## src/sv/pwm_period_duty_monitor_defines.svh

```systemverilog
// Assertion macros shared by the PWM monitor modules.
`ifndef PWM_PERIOD_DUTY_MONITOR_DEFINES_SVH
`define PWM_PERIOD_DUTY_MONITOR_DEFINES_SVH

// Same-cycle implication, disabled during reset.
`define PWM_MON_ASSERT(lbl, clk, rstn, ante, cons, msg) \
    lbl: assert property (@(posedge clk) disable iff (!rstn) (ante) |-> (cons)) \
        else $error(msg);

// Next-cycle implication, disabled during reset.
`define PWM_MON_ASSERT_NEXT(lbl, clk, rstn, ante, cons, msg) \
    lbl: assert property (@(posedge clk) disable iff (!rstn) (ante) |=> (cons)) \
        else $error(msg);

`endif

```

## src/sv/pwm_mon_pkg.sv

```systemverilog
// Shared types and constants of the PWM period and duty monitor.
package pwm_mon_pkg;

    localparam int EDGE_COUNT_DEF = 10;

    localparam int CNT_W   = 4;   // edge counter width
    localparam int TIME_W  = 32;  // window tick count and edge stamps
    localparam int FREQ_W  = 27;
    localparam int DUTY_W  = 8;
    localparam int RATE_W  = 27;

    // Shared divider: 40-bit dividend (255 * 32-bit half period), 32-bit divisor
    localparam int DIV_W   = 40;
    localparam int DVS_W   = 32;
    localparam int DCNT_W  = $clog2(DIV_W + 1);

    // Configuration port
    localparam int CFG_IDX_W  = 3;
    localparam int CFG_DATA_W = 32;

    localparam logic [CFG_IDX_W-1:0] CFG_ENABLE        = 3'd0;
    localparam logic [CFG_IDX_W-1:0] CFG_EXPECTED_DUTY = 3'd1;
    localparam logic [CFG_IDX_W-1:0] CFG_INVERT_LEVEL  = 3'd2;
    localparam logic [CFG_IDX_W-1:0] CFG_TICK_RATE_HZ  = 3'd3;
    localparam logic [CFG_IDX_W-1:0] CFG_TIMEOUT_TICKS = 3'd4;

    localparam logic [RATE_W-1:0] TICK_RATE_RST = 27'd1000000;
    localparam logic [TIME_W-1:0] TIMEOUT_RST   = 32'd3000000;

    // Result kinds
    localparam logic KIND_MEAS = 1'b0;
    localparam logic KIND_TMO  = 1'b1;

    // Tracker to sequencer: what the accepted tick caused
    typedef struct packed {
        logic measure;  // last edge of the run seen, stamps complete
        logic timeout;  // window ran past timeout_ticks
    } trk_evt_t;

    // Stamps of the last three pin transitions of the run, oldest first
    typedef struct packed {
        logic [TIME_W-1:0] t1;
        logic [TIME_W-1:0] t2;
        logic [TIME_W-1:0] t3;
    } trk_times_t;

endpackage

```

## src/sv/pwm_mon_div.sv

```systemverilog
// Restoring divider, one quotient bit per clock, shared by all three divisions.
`include "pwm_period_duty_monitor_defines.svh"

module pwm_mon_div (
    input  logic                          aclk,
    input  logic                          aresetn,
    input  logic                          start,
    input  logic [pwm_mon_pkg::DIV_W-1:0] dividend,
    input  logic [pwm_mon_pkg::DVS_W-1:0] divisor,
    output logic                          busy,
    output logic                          done,
    output logic [pwm_mon_pkg::DIV_W-1:0] quotient
);
    import pwm_mon_pkg::*;

    logic              busy_reg, busy_next;
    logic              done_reg, done_next;
    logic [DCNT_W-1:0] cnt_reg, cnt_next;
    logic [DVS_W-1:0]  rem_reg, rem_next;
    logic [DIV_W-1:0]  quo_reg, quo_next;
    logic [DVS_W-1:0]  dvs_reg, dvs_next;

    logic [DVS_W:0]    rem_sh;
    logic [DVS_W+1:0]  diff;
    logic              take;
    logic              in_use;

    always_comb begin
        rem_sh = {rem_reg, quo_reg[DIV_W-1]};
        diff   = {1'b0, rem_sh} - {2'b00, dvs_reg};
        take   = !diff[DVS_W+1];

        busy_next = busy_reg;
        done_next = 1'b0;
        cnt_next  = cnt_reg;
        rem_next  = rem_reg;
        quo_next  = quo_reg;
        dvs_next  = dvs_reg;
        if (start) begin
            busy_next = 1'b1;
            cnt_next  = DCNT_W'(DIV_W);
            rem_next  = '0;
            quo_next  = dividend;
            dvs_next  = divisor;
        end else if (busy_reg) begin
            rem_next = take ? diff[DVS_W-1:0] : rem_sh[DVS_W-1:0];
            quo_next = {quo_reg[DIV_W-2:0], take};
            cnt_next = cnt_reg - 1'b1;
            if (cnt_reg == DCNT_W'(1)) begin
                busy_next = 1'b0;
                done_next = 1'b1;
            end
        end
    end

    always_ff @(posedge aclk) begin
        if (!aresetn) begin
            busy_reg <= 1'b0;
            done_reg <= 1'b0;
            cnt_reg  <= '0;
        end else begin
            busy_reg <= busy_next;
            done_reg <= done_next;
            cnt_reg  <= cnt_next;
        end
    end

    always_ff @(posedge aclk) begin
        rem_reg <= rem_next;
        quo_reg <= quo_next;
        dvs_reg <= dvs_next;
    end

    assign busy     = busy_reg;
    assign done     = done_reg;
    assign quotient = quo_reg;
    assign in_use   = busy_reg || done_reg;

    `PWM_MON_ASSERT(a_div_no_restart, aclk, aresetn, start, !in_use, "divider restarted while in use")
    `PWM_MON_ASSERT_NEXT(a_div_start_busy, aclk, aresetn, start, busy_reg, "divider not busy after start")

endmodule

```

## src/sv/pwm_mon_trk.sv

```systemverilog
// Window tick counter and edge stamping of the monitored pin.
module pwm_mon_trk #(
    parameter int EDGE_COUNT = pwm_mon_pkg::EDGE_COUNT_DEF
) (
    input  logic                           aclk,
    input  logic                           aresetn,
    input  logic                           enable,
    input  logic                           tick,
    input  logic                           level,
    input  logic [pwm_mon_pkg::TIME_W-1:0] timeout_ticks,
    output pwm_mon_pkg::trk_evt_t          evt,
    output pwm_mon_pkg::trk_times_t        times
);
    import pwm_mon_pkg::*;

    localparam logic [CNT_W-1:0] EDGES     = CNT_W'(EDGE_COUNT);
    localparam logic [CNT_W-1:0] SLOT_BASE = CNT_W'(EDGE_COUNT - 3);

    logic [TIME_W-1:0] window_reg, window_next;
    logic [CNT_W-1:0]  count_reg, count_next;
    logic              prev_reg, prev_next;
    logic              primed_reg, primed_next;
    logic [TIME_W-1:0] stamp_reg [3];

    logic [TIME_W-1:0] win_inc;
    logic              is_edge;
    logic [CNT_W-1:0]  count_after;
    logic [CNT_W-1:0]  slot;
    logic              measure;
    logic              timeout;

    always_comb begin
        win_inc     = (window_reg == '1) ? window_reg : window_reg + 1'b1;
        is_edge     = primed_reg && (level != prev_reg) && (count_reg < EDGES);
        count_after = is_edge ? count_reg + 1'b1 : count_reg;
        slot        = count_reg - SLOT_BASE;
        measure     = enable && (count_after >= EDGES);
        timeout     = enable && !measure && (win_inc > timeout_ticks);

        window_next = window_reg;
        count_next  = count_reg;
        prev_next   = prev_reg;
        primed_next = primed_reg;
        if (!enable) begin
            window_next = '0;
            count_next  = '0;
            prev_next   = 1'b0;
            primed_next = 1'b0;
        end else if (tick) begin
            window_next = (measure || timeout) ? '0 : win_inc;
            count_next  = (measure || timeout) ? '0 : count_after;
            prev_next   = level;
            primed_next = 1'b1;
        end
    end

    always_ff @(posedge aclk) begin
        if (!aresetn) begin
            window_reg <= '0;
            count_reg  <= '0;
            prev_reg   <= 1'b0;
            primed_reg <= 1'b0;
        end else begin
            window_reg <= window_next;
            count_reg  <= count_next;
            prev_reg   <= prev_next;
            primed_reg <= primed_next;
        end
    end

    // Only the stamps of the last three pin transitions of a run are kept
    always_ff @(posedge aclk) begin
        for (int i = 0; i < 3; i++) begin
            if (enable && tick && is_edge && (count_reg >= SLOT_BASE)
                && (slot[1:0] == 2'(i))) begin
                stamp_reg[i] <= win_inc;
            end
        end
    end

    assign evt.measure = measure;
    assign evt.timeout = timeout;
    assign times.t1    = stamp_reg[0];
    assign times.t2    = stamp_reg[1];
    assign times.t3    = stamp_reg[2];

endmodule

```

## src/sv/pwm_period_duty_monitor.sv

```systemverilog
// Top level of the PWM period and duty monitor: config, sequencer, output register.
//
// Each input request is one timebase tick carrying the sampled pin level. While
// enable is set the block counts ticks in a window and counts pin edges, keeping
// stamps of the last three; when the EDGE_COUNT-th edge arrives it takes the
// period T from those three stamps and reports tick_rate_hz / T plus a duty
// estimate 255*d/T+1 from the half period closer to expected_duty (ties go to
// the later half), with a flag set when frequency or duty differ from the
// previous measurement. A window longer than timeout_ticks reports a timeout
// with the pin level (inverted if invert_level is set). Every result restarts
// the window. A tick that ends in no result or in a timeout leaves the block
// idle; a tick that completes a measurement holds s_tready low while the single
// restoring divider (one quotient bit per clock) runs frequency, later-half and
// earlier-half divisions in turn. s_tready also waits while a result sits
// unaccepted in the output register. Configuration must be written only while
// the block is idle; the block itself does not enforce this.
`include "pwm_period_duty_monitor_defines.svh"

module pwm_period_duty_monitor #(
    parameter int EDGE_COUNT = pwm_mon_pkg::EDGE_COUNT_DEF
) (
    input  logic                               aclk,
    input  logic                               aresetn,
    // Tick requests
    input  logic                               s_tvalid,
    output logic                               s_tready,
    input  logic [7:0]                         s_tdata,   // [0] pin_level
    // Results
    output logic                               m_tvalid,
    input  logic                               m_tready,
    output logic [39:0]                        m_tdata,   // [26:0] freq_hz, [34:27] duty_255,
                                                          // [35] level_high, [36] changed
    output logic                               m_tuser,   // [0] result_kind
    // Configuration writes
    input  logic                               cfg_we,
    input  logic [pwm_mon_pkg::CFG_IDX_W-1:0]  cfg_index,
    input  logic [pwm_mon_pkg::CFG_DATA_W-1:0] cfg_data
);
    import pwm_mon_pkg::*;

    typedef enum logic [5:0] {
        S_IDLE  = 6'b000001,
        S_SETUP = 6'b000010,
        S_FREQ  = 6'b000100,
        S_LATE  = 6'b001000,
        S_EARLY = 6'b010000,
        S_PICK  = 6'b100000
    } state_t;

    // Configuration registers
    logic              enable_reg;
    logic [DUTY_W-1:0] exp_duty_reg;
    logic              invert_reg;
    logic [RATE_W-1:0] tick_rate_reg;
    logic [TIME_W-1:0] timeout_reg;

    always_ff @(posedge aclk) begin
        if (!aresetn) begin
            enable_reg    <= 1'b0;
            exp_duty_reg  <= '0;
            invert_reg    <= 1'b0;
            tick_rate_reg <= TICK_RATE_RST;
            timeout_reg   <= TIMEOUT_RST;
        end else if (cfg_we) begin
            case (cfg_index)
                CFG_ENABLE:        enable_reg    <= cfg_data[0];
                CFG_EXPECTED_DUTY: exp_duty_reg  <= cfg_data[DUTY_W-1:0];
                CFG_INVERT_LEVEL:  invert_reg    <= cfg_data[0];
                CFG_TICK_RATE_HZ:  tick_rate_reg <= cfg_data[RATE_W-1:0];
                CFG_TIMEOUT_TICKS: timeout_reg   <= cfg_data[TIME_W-1:0];
                default: ;
            endcase
        end
    end

    // Handshake
    logic       out_free;
    logic       s_accept;
    state_t     state_reg, state_next;
    logic       m_valid_reg;

    assign out_free = !m_valid_reg || m_tready;
    assign s_tready = (state_reg == S_IDLE) && out_free;
    assign s_accept = s_tvalid && s_tready;

    // Edge tracker
    trk_evt_t   evt;
    trk_times_t times;

    pwm_mon_trk #(
        .EDGE_COUNT(EDGE_COUNT)
    ) u_trk (
        .aclk          (aclk),
        .aresetn       (aresetn),
        .enable        (enable_reg),
        .tick          (s_accept),
        .level         (s_tdata[0]),
        .timeout_ticks (timeout_reg),
        .evt           (evt),
        .times         (times)
    );

    // Shared divider
    logic              go_reg, go_next;
    logic [DIV_W-1:0]  div_dividend;
    logic              div_busy;
    logic              div_done;
    logic [DIV_W-1:0]  div_q;

    logic [TIME_W-1:0] period_reg, late_num_reg, early_num_reg;
    logic [FREQ_W-1:0] freq_reg;
    logic [DUTY_W-1:0] d_late_reg, d_early_reg;
    logic [FREQ_W-1:0] last_freq_reg;
    logic [DUTY_W-1:0] last_duty_reg;

    // 255 * x as (x << 8) - x
    function automatic logic [DIV_W-1:0] mul255(input logic [TIME_W-1:0] x);
        return {x, 8'h00} - {8'h00, x};
    endfunction

    // q + 1, clamped to 255
    function automatic logic [DUTY_W-1:0] duty_sat(input logic [DIV_W-1:0] q);
        logic big;
        big = (q[DIV_W-1:DUTY_W] != '0) || (q[DUTY_W-1:0] == '1);
        return big ? '1 : q[DUTY_W-1:0] + 1'b1;
    endfunction

    always_comb begin
        case (state_reg)
            S_LATE:  div_dividend = mul255(late_num_reg);
            S_EARLY: div_dividend = mul255(early_num_reg);
            default: div_dividend = {{(DIV_W - RATE_W){1'b0}}, tick_rate_reg};
        endcase
    end

    pwm_mon_div u_div (
        .aclk     (aclk),
        .aresetn  (aresetn),
        .start    (go_reg),
        .dividend (div_dividend),
        .divisor  (period_reg),
        .busy     (div_busy),
        .done     (div_done),
        .quotient (div_q)
    );

    // Estimate choice; ties keep the later half
    logic [DUTY_W-1:0] err_late, err_early, duty_pick;
    logic              changed;

    always_comb begin
        err_late  = (exp_duty_reg > d_late_reg)  ? exp_duty_reg - d_late_reg
                                                 : d_late_reg - exp_duty_reg;
        err_early = (exp_duty_reg > d_early_reg) ? exp_duty_reg - d_early_reg
                                                 : d_early_reg - exp_duty_reg;
        duty_pick = (err_late > err_early) ? d_early_reg : d_late_reg;
        changed   = (freq_reg != last_freq_reg) || (duty_pick != last_duty_reg);
    end

    // Sequencer
    logic load_meas, load_tmo;

    always_comb begin
        state_next = state_reg;
        go_next    = 1'b0;
        load_meas  = 1'b0;
        load_tmo   = 1'b0;
        case (state_reg)
            S_IDLE: begin
                if (s_accept && evt.measure) begin
                    state_next = S_SETUP;
                end else if (s_accept && evt.timeout) begin
                    load_tmo = 1'b1;
                end
            end
            S_SETUP: begin
                state_next = S_FREQ;
                go_next    = 1'b1;
            end
            S_FREQ: begin
                if (div_done) begin
                    state_next = S_LATE;
                    go_next    = 1'b1;
                end
            end
            S_LATE: begin
                if (div_done) begin
                    state_next = S_EARLY;
                    go_next    = 1'b1;
                end
            end
            S_EARLY: begin
                if (div_done) begin
                    state_next = S_PICK;
                end
            end
            S_PICK: begin
                if (out_free) begin
                    load_meas  = 1'b1;
                    state_next = S_IDLE;
                end
            end
            default: state_next = S_IDLE;
        endcase
    end

    always_ff @(posedge aclk) begin
        if (!aresetn) begin
            state_reg     <= S_IDLE;
            go_reg        <= 1'b0;
            last_freq_reg <= '0;
            last_duty_reg <= '0;
        end else begin
            state_reg <= state_next;
            go_reg    <= go_next;
            if (load_meas) begin
                last_freq_reg <= freq_reg;
                last_duty_reg <= duty_pick;
            end
        end
    end

    // Operands and partial results
    always_ff @(posedge aclk) begin
        if (state_reg == S_SETUP) begin
            // stamps are distinct in practice; a zero period is forced to one
            period_reg    <= (times.t3 == times.t1) ? TIME_W'(1) : times.t3 - times.t1;
            late_num_reg  <= times.t3 - times.t2;
            early_num_reg <= times.t2 - times.t1;
        end
        if (div_done && (state_reg == S_FREQ)) begin
            freq_reg <= div_q[FREQ_W-1:0];
        end
        if (div_done && (state_reg == S_LATE)) begin
            d_late_reg <= duty_sat(div_q);
        end
        if (div_done && (state_reg == S_EARLY)) begin
            d_early_reg <= duty_sat(div_q);
        end
    end

    // Output register
    logic              out_kind_reg;
    logic [FREQ_W-1:0] out_freq_reg;
    logic [DUTY_W-1:0] out_duty_reg;
    logic              out_level_reg;
    logic              out_changed_reg;

    always_ff @(posedge aclk) begin
        if (!aresetn) begin
            m_valid_reg <= 1'b0;
        end else if (load_meas || load_tmo) begin
            m_valid_reg <= 1'b1;
        end else if (m_tready) begin
            m_valid_reg <= 1'b0;
        end
    end

    always_ff @(posedge aclk) begin
        if (load_tmo) begin
            out_kind_reg    <= KIND_TMO;
            out_freq_reg    <= '0;
            out_duty_reg    <= '0;
            out_level_reg   <= s_tdata[0] ^ invert_reg;
            out_changed_reg <= 1'b0;
        end else if (load_meas) begin
            out_kind_reg    <= KIND_MEAS;
            out_freq_reg    <= freq_reg;
            out_duty_reg    <= duty_pick;
            out_level_reg   <= 1'b0;
            out_changed_reg <= changed;
        end
    end

    assign m_tvalid = m_valid_reg;
    assign m_tuser  = out_kind_reg;
    assign m_tdata  = {3'b000, out_changed_reg, out_level_reg, out_duty_reg, out_freq_reg};

    // Assertion helpers
    logic in_div_state, out_meas, out_tmo, tmo_clear;

    assign in_div_state = (state_reg == S_FREQ) || (state_reg == S_LATE)
                          || (state_reg == S_EARLY);
    assign out_meas     = m_valid_reg && (out_kind_reg == KIND_MEAS);
    assign out_tmo      = m_valid_reg && (out_kind_reg == KIND_TMO);
    assign tmo_clear    = (out_freq_reg == '0) && (out_duty_reg == '0) && !out_changed_reg;

    `PWM_MON_ASSERT(a_done_in_div_state, aclk, aresetn, div_done, in_div_state, "stray divider result")
    `PWM_MON_ASSERT(a_meas_duty_nonzero, aclk, aresetn, out_meas, out_duty_reg != '0, "zero duty")
    `PWM_MON_ASSERT(a_tmo_fields_clear, aclk, aresetn, out_tmo, tmo_clear, "timeout fields set")
    `PWM_MON_ASSERT(a_div_free_in_idle, aclk, aresetn, state_reg == S_IDLE, !div_busy, "busy in idle")

endmodule

```

## config.mk

```make
export PLATFORM = sky130hd
export DESIGN_NAME = pwm_period_duty_monitor
export DESIGN_NICKNAME = d
export VERILOG_FILES = /design/src/sv/pwm_mon_pkg.sv /design/src/sv/pwm_mon_div.sv /design/src/sv/pwm_mon_trk.sv /design/src/sv/pwm_period_duty_monitor.sv
export VERILOG_INCLUDE_DIRS = /design/src /design/src/sv
export SDC_FILE = /design/constraint.sdc
export NUM_CORES = 1
export LEC_CHECK = 0
export BUFFER_PORTS_ARGS = -buffer_cell sky130_fd_sc_hd__buf_2
export CAP_MARGIN = 20
export CORE_MARGIN = 5
export CORE_UTILIZATION = 45
export CTS_BUF_LIST = sky130_fd_sc_hd__clkbuf_8 sky130_fd_sc_hd__clkbuf_16
export DETAILED_ROUTE_END_ITERATION = 8
export SKIP_LAST_GASP = 1
export SLEW_MARGIN = 20
export SYNTH_ARGS = -nofsm -noshare
export SYNTH_HDL_FRONTEND = slang
export SYNTH_SLANG_ARGS = --single-unit
```

## constraint.sdc

```tcl
create_clock -name aclk -period 12 [get_ports aclk]
set_input_delay 0.6 -clock aclk [delete_from_list [all_inputs] [get_ports aclk]]
set_output_delay 0.6 -clock aclk [all_outputs]
set_load 0.02 [all_outputs]
```

==> results.md <==
- Ports: 91
- Final GP Congestion: 0.942
- Hold Fails Final Rpt: 0
- WL per Instance: 19.8 um
- Clock buffer depth: 3
- IO buf count: 80
- Worst Path Required: 12360 ps
- Synthesized area per cell: 9.31 um2
- Most frequent cells in the layout: 430 x nand2_1, 308 x edfxtp_1, 292 x inv_1, 264 x a21oi_1, 253 x ha_1
- Crit Path Class: reg -> reg
- CP Capture Type: register
- Share of layout cells above drive strength 1: 0.0729
- Worst Tran Pin Value: 1180 ps
- TritonRoute pass-1 iters: 5
- RR Startpoint: u_trk.window_reg[25]
- Peak VDD IR: 149 uV
- Area of the multi-input gates: 0.0172 mm2
- Final Cell Area: 0.0359 mm2
- Slew Limit Fails: 0
- Pwr dens: 148 mW/mm2
- Yosys top cell area share: 0.284
- HP Class: in -> reg
- Worst setup SP type: register
- Full die area: 0.0778 mm2
- Worst path arrival time: 6840 ps
- Leakage: 14.9 nW
- Most common cell after layout, fill and taps aside: nand2_1
- # diodes: 0
- Fillers: 6729
- Iteration-0 DRC count of the detailed router: 2133
- Max reg flops: 96
- Starting density of the core: 0.454
- Ys flop type: edfxtp_1
- Via Count: 25300
- CP max FO: 26
- Mapped Cells: 3494
- Worst R2R Path Depth: 20
- Site row count: 98
- Global-route wire length before repair: 139000 um
- Reg clk slew, reported paths: 60 ps
- GR Util All Layers: 0.224
- Syn Std Cell Area: 0.0325 mm2
- Placed cell count: 4429
- MaxCap Viol Count: 0
- Met3 routed WL: 4490 um
- Root Driver: clkbuf_16
- Yosys cell types: 96
- Biggest area consumer among synthesized cells: edfxtp_1
- Ys async rst share: 0
- Fmax: 0.154 GHz
- Net count, final: 3850
- Worst hold path cell count: 3
- P&R area growth vs syn: 10.4%
- Remaining global-route overflow: 0
- CTS tree: yes
- Slew HR: 0.205
- Routed wl met2: 39700 um
- Skew-Pair Late Insertion Delay: 630 ps
- RR Endpoint: out_level_reg
- Crit path to: out_level_reg
- Highest metal used: met5
- Detailed Route WL: 90000 um
- Sequential area share after synthesis: 0.424
- Via-per-instance ratio: 5.58
- Initial antenna violation count: 1
- Hold Slack: 211 ps
- Vias in the first global route: 23700
- Die Ht: 279 um
- Inserted Clock Buffers: 60
- Outcome: finished clean
- Core Area: 0.0716 mm2
- Yosys reg bits: 535
- Met1 Wirelength: 43300 um
- Tcrit/Tclk final: 0.540
- Post-CTS resize count: 0
- Largest net degree at the start of global routing: 72
- Routed Antenna Nets: 0
- Post-DP HPWL: 69300 um
- Post-layout min period: 6480 ps
- RSZ-0062 raised after global routing: no
- Post-CTS Setup Inserts: 0
- Top post-synthesis cells by area: edfxtp_1 28%, dfxtp_1 14%, ha_1 9.7%
- Residual DRC: 0
- Fin cells: 4542
- Warnings from Yosys: 0
- Clock Sinks: 535
- Die Wd: 279 um
- H-tree lvl count: 2
- Hold Buf Count CTS: 0
- Final setup violation count: 0
- R2R Setup Slk: 5520 ps
- Post-DP Area: 0.0339 mm2
- EDFF count, synth: 308
- Skew final: 33.3 ps
- Crit path from: u_trk.window_reg[25]
- Setup TNS: 0 ps
- Area occupied by registers: 0.0138 mm2
report_power, final:
group	total, W	internal (W)	switching, W	leakage [nW]
sequential	0.00220	0.00209	0.000111	4.94
clock	0.00188	0.00112	0.000763	1.04
combinational	0.00124	0.000473	0.000771	8.92
total	0.00533	0.00368	0.00164	14.9
routing by layer:
metal  GRT usage  vias up
li1            -    12600
met1       0.332    11900
met2       0.351      678
met3      0.0232      116
met4      0.0639        2
met5           0        -
metrics by stage:
step / total power (W) / setup WS [ps] / util
3_5_place_dp: 0.00347 / 5540 / 0.473
5_1_grt: 0.00561 / 5010 / 0.501
4_1_cts: 0.00537 / 5530 / 0.501
3_3_place_gp: 0.00346 / 5600 / 0.473
2_1_floorplan: 0.00315 / 7120 / -
6_report: 0.00533 / 5520 / 0.501
worst max-delay path, stage by stage (launching register included):
cell       delay [ps]
dfxtp_1           470
nand4_1           220
nor4_1            450
nand3_1           360
nand4_2           280
nor2_1            130
and4_1            260
nand3_2           190
nor2_1             90
xnor2_1           840
ha_1              400
a21o_1            180
a21o_1            180
a221oi_2          240
o221ai_1          200
a2111oi_2         300
nor2_1            100
and2_1            150
buf_4             230
nor2_2            770
inv_1             130
cells by family after synthesis:
group	after synthesis	synth area share
AND/OR/NAND/NOR	1107	0.160
other	1	0.000115
XOR/XNOR	251	0.0676
AO/OA/AOI/OAI	904	0.188
multiplexers	33	0.0104
flip-flops	535	0.424
buffers and inverters	402	0.0476
adder cells (fa/ha/maj)	261	0.102
Yosys cell counts, types with 57 or more instances:
| cell | n |
|---|---|
| edfxtp_1 | 308 |
| a21boi_0 | 80 |
| clkbuf_1 | 99 |
| nand2_1 | 432 |
| a21o_1 | 117 |
| dfxtp_1 | 227 |
| nand3_1 | 73 |
| o21ai_0 | 116 |
| nor3_1 | 57 |
| xnor2_1 | 162 |
| xor2_1 | 89 |
| nor2_1 | 246 |
| a21oi_1 | 264 |
| ha_1 | 253 |
| inv_1 | 282 |
final cells by class:
type / instances / area share
multi-input cells: 2559 / 0.480
inverters: 282 / 0.0296
well taps: 950 / 0.0331
clock buffers: 67 / 0.0451
flip-flops and latches: 535 / 0.384
clock inverters: 46 / 0.0118
repair buffers: 103 / 0.0160
worst min path at each step:
stage | from | end | slack [ps]
after global routing | cfg_data[10] | timeout_reg[10] | 200
after detailed placement | period_reg[24] | u_div.dvs_reg[24] | 400
after CTS | cfg_data[14] | tick_rate_reg[14] | 180
after global placement | period_reg[29] | u_div.dvs_reg[29] | 400
after floorplan | period_reg[0] | u_div.dvs_reg[0] | 400
final | cfg_data[19] | tick_rate_reg[19] | 210
Note: power is estimated with default switching activity, not from simulation.
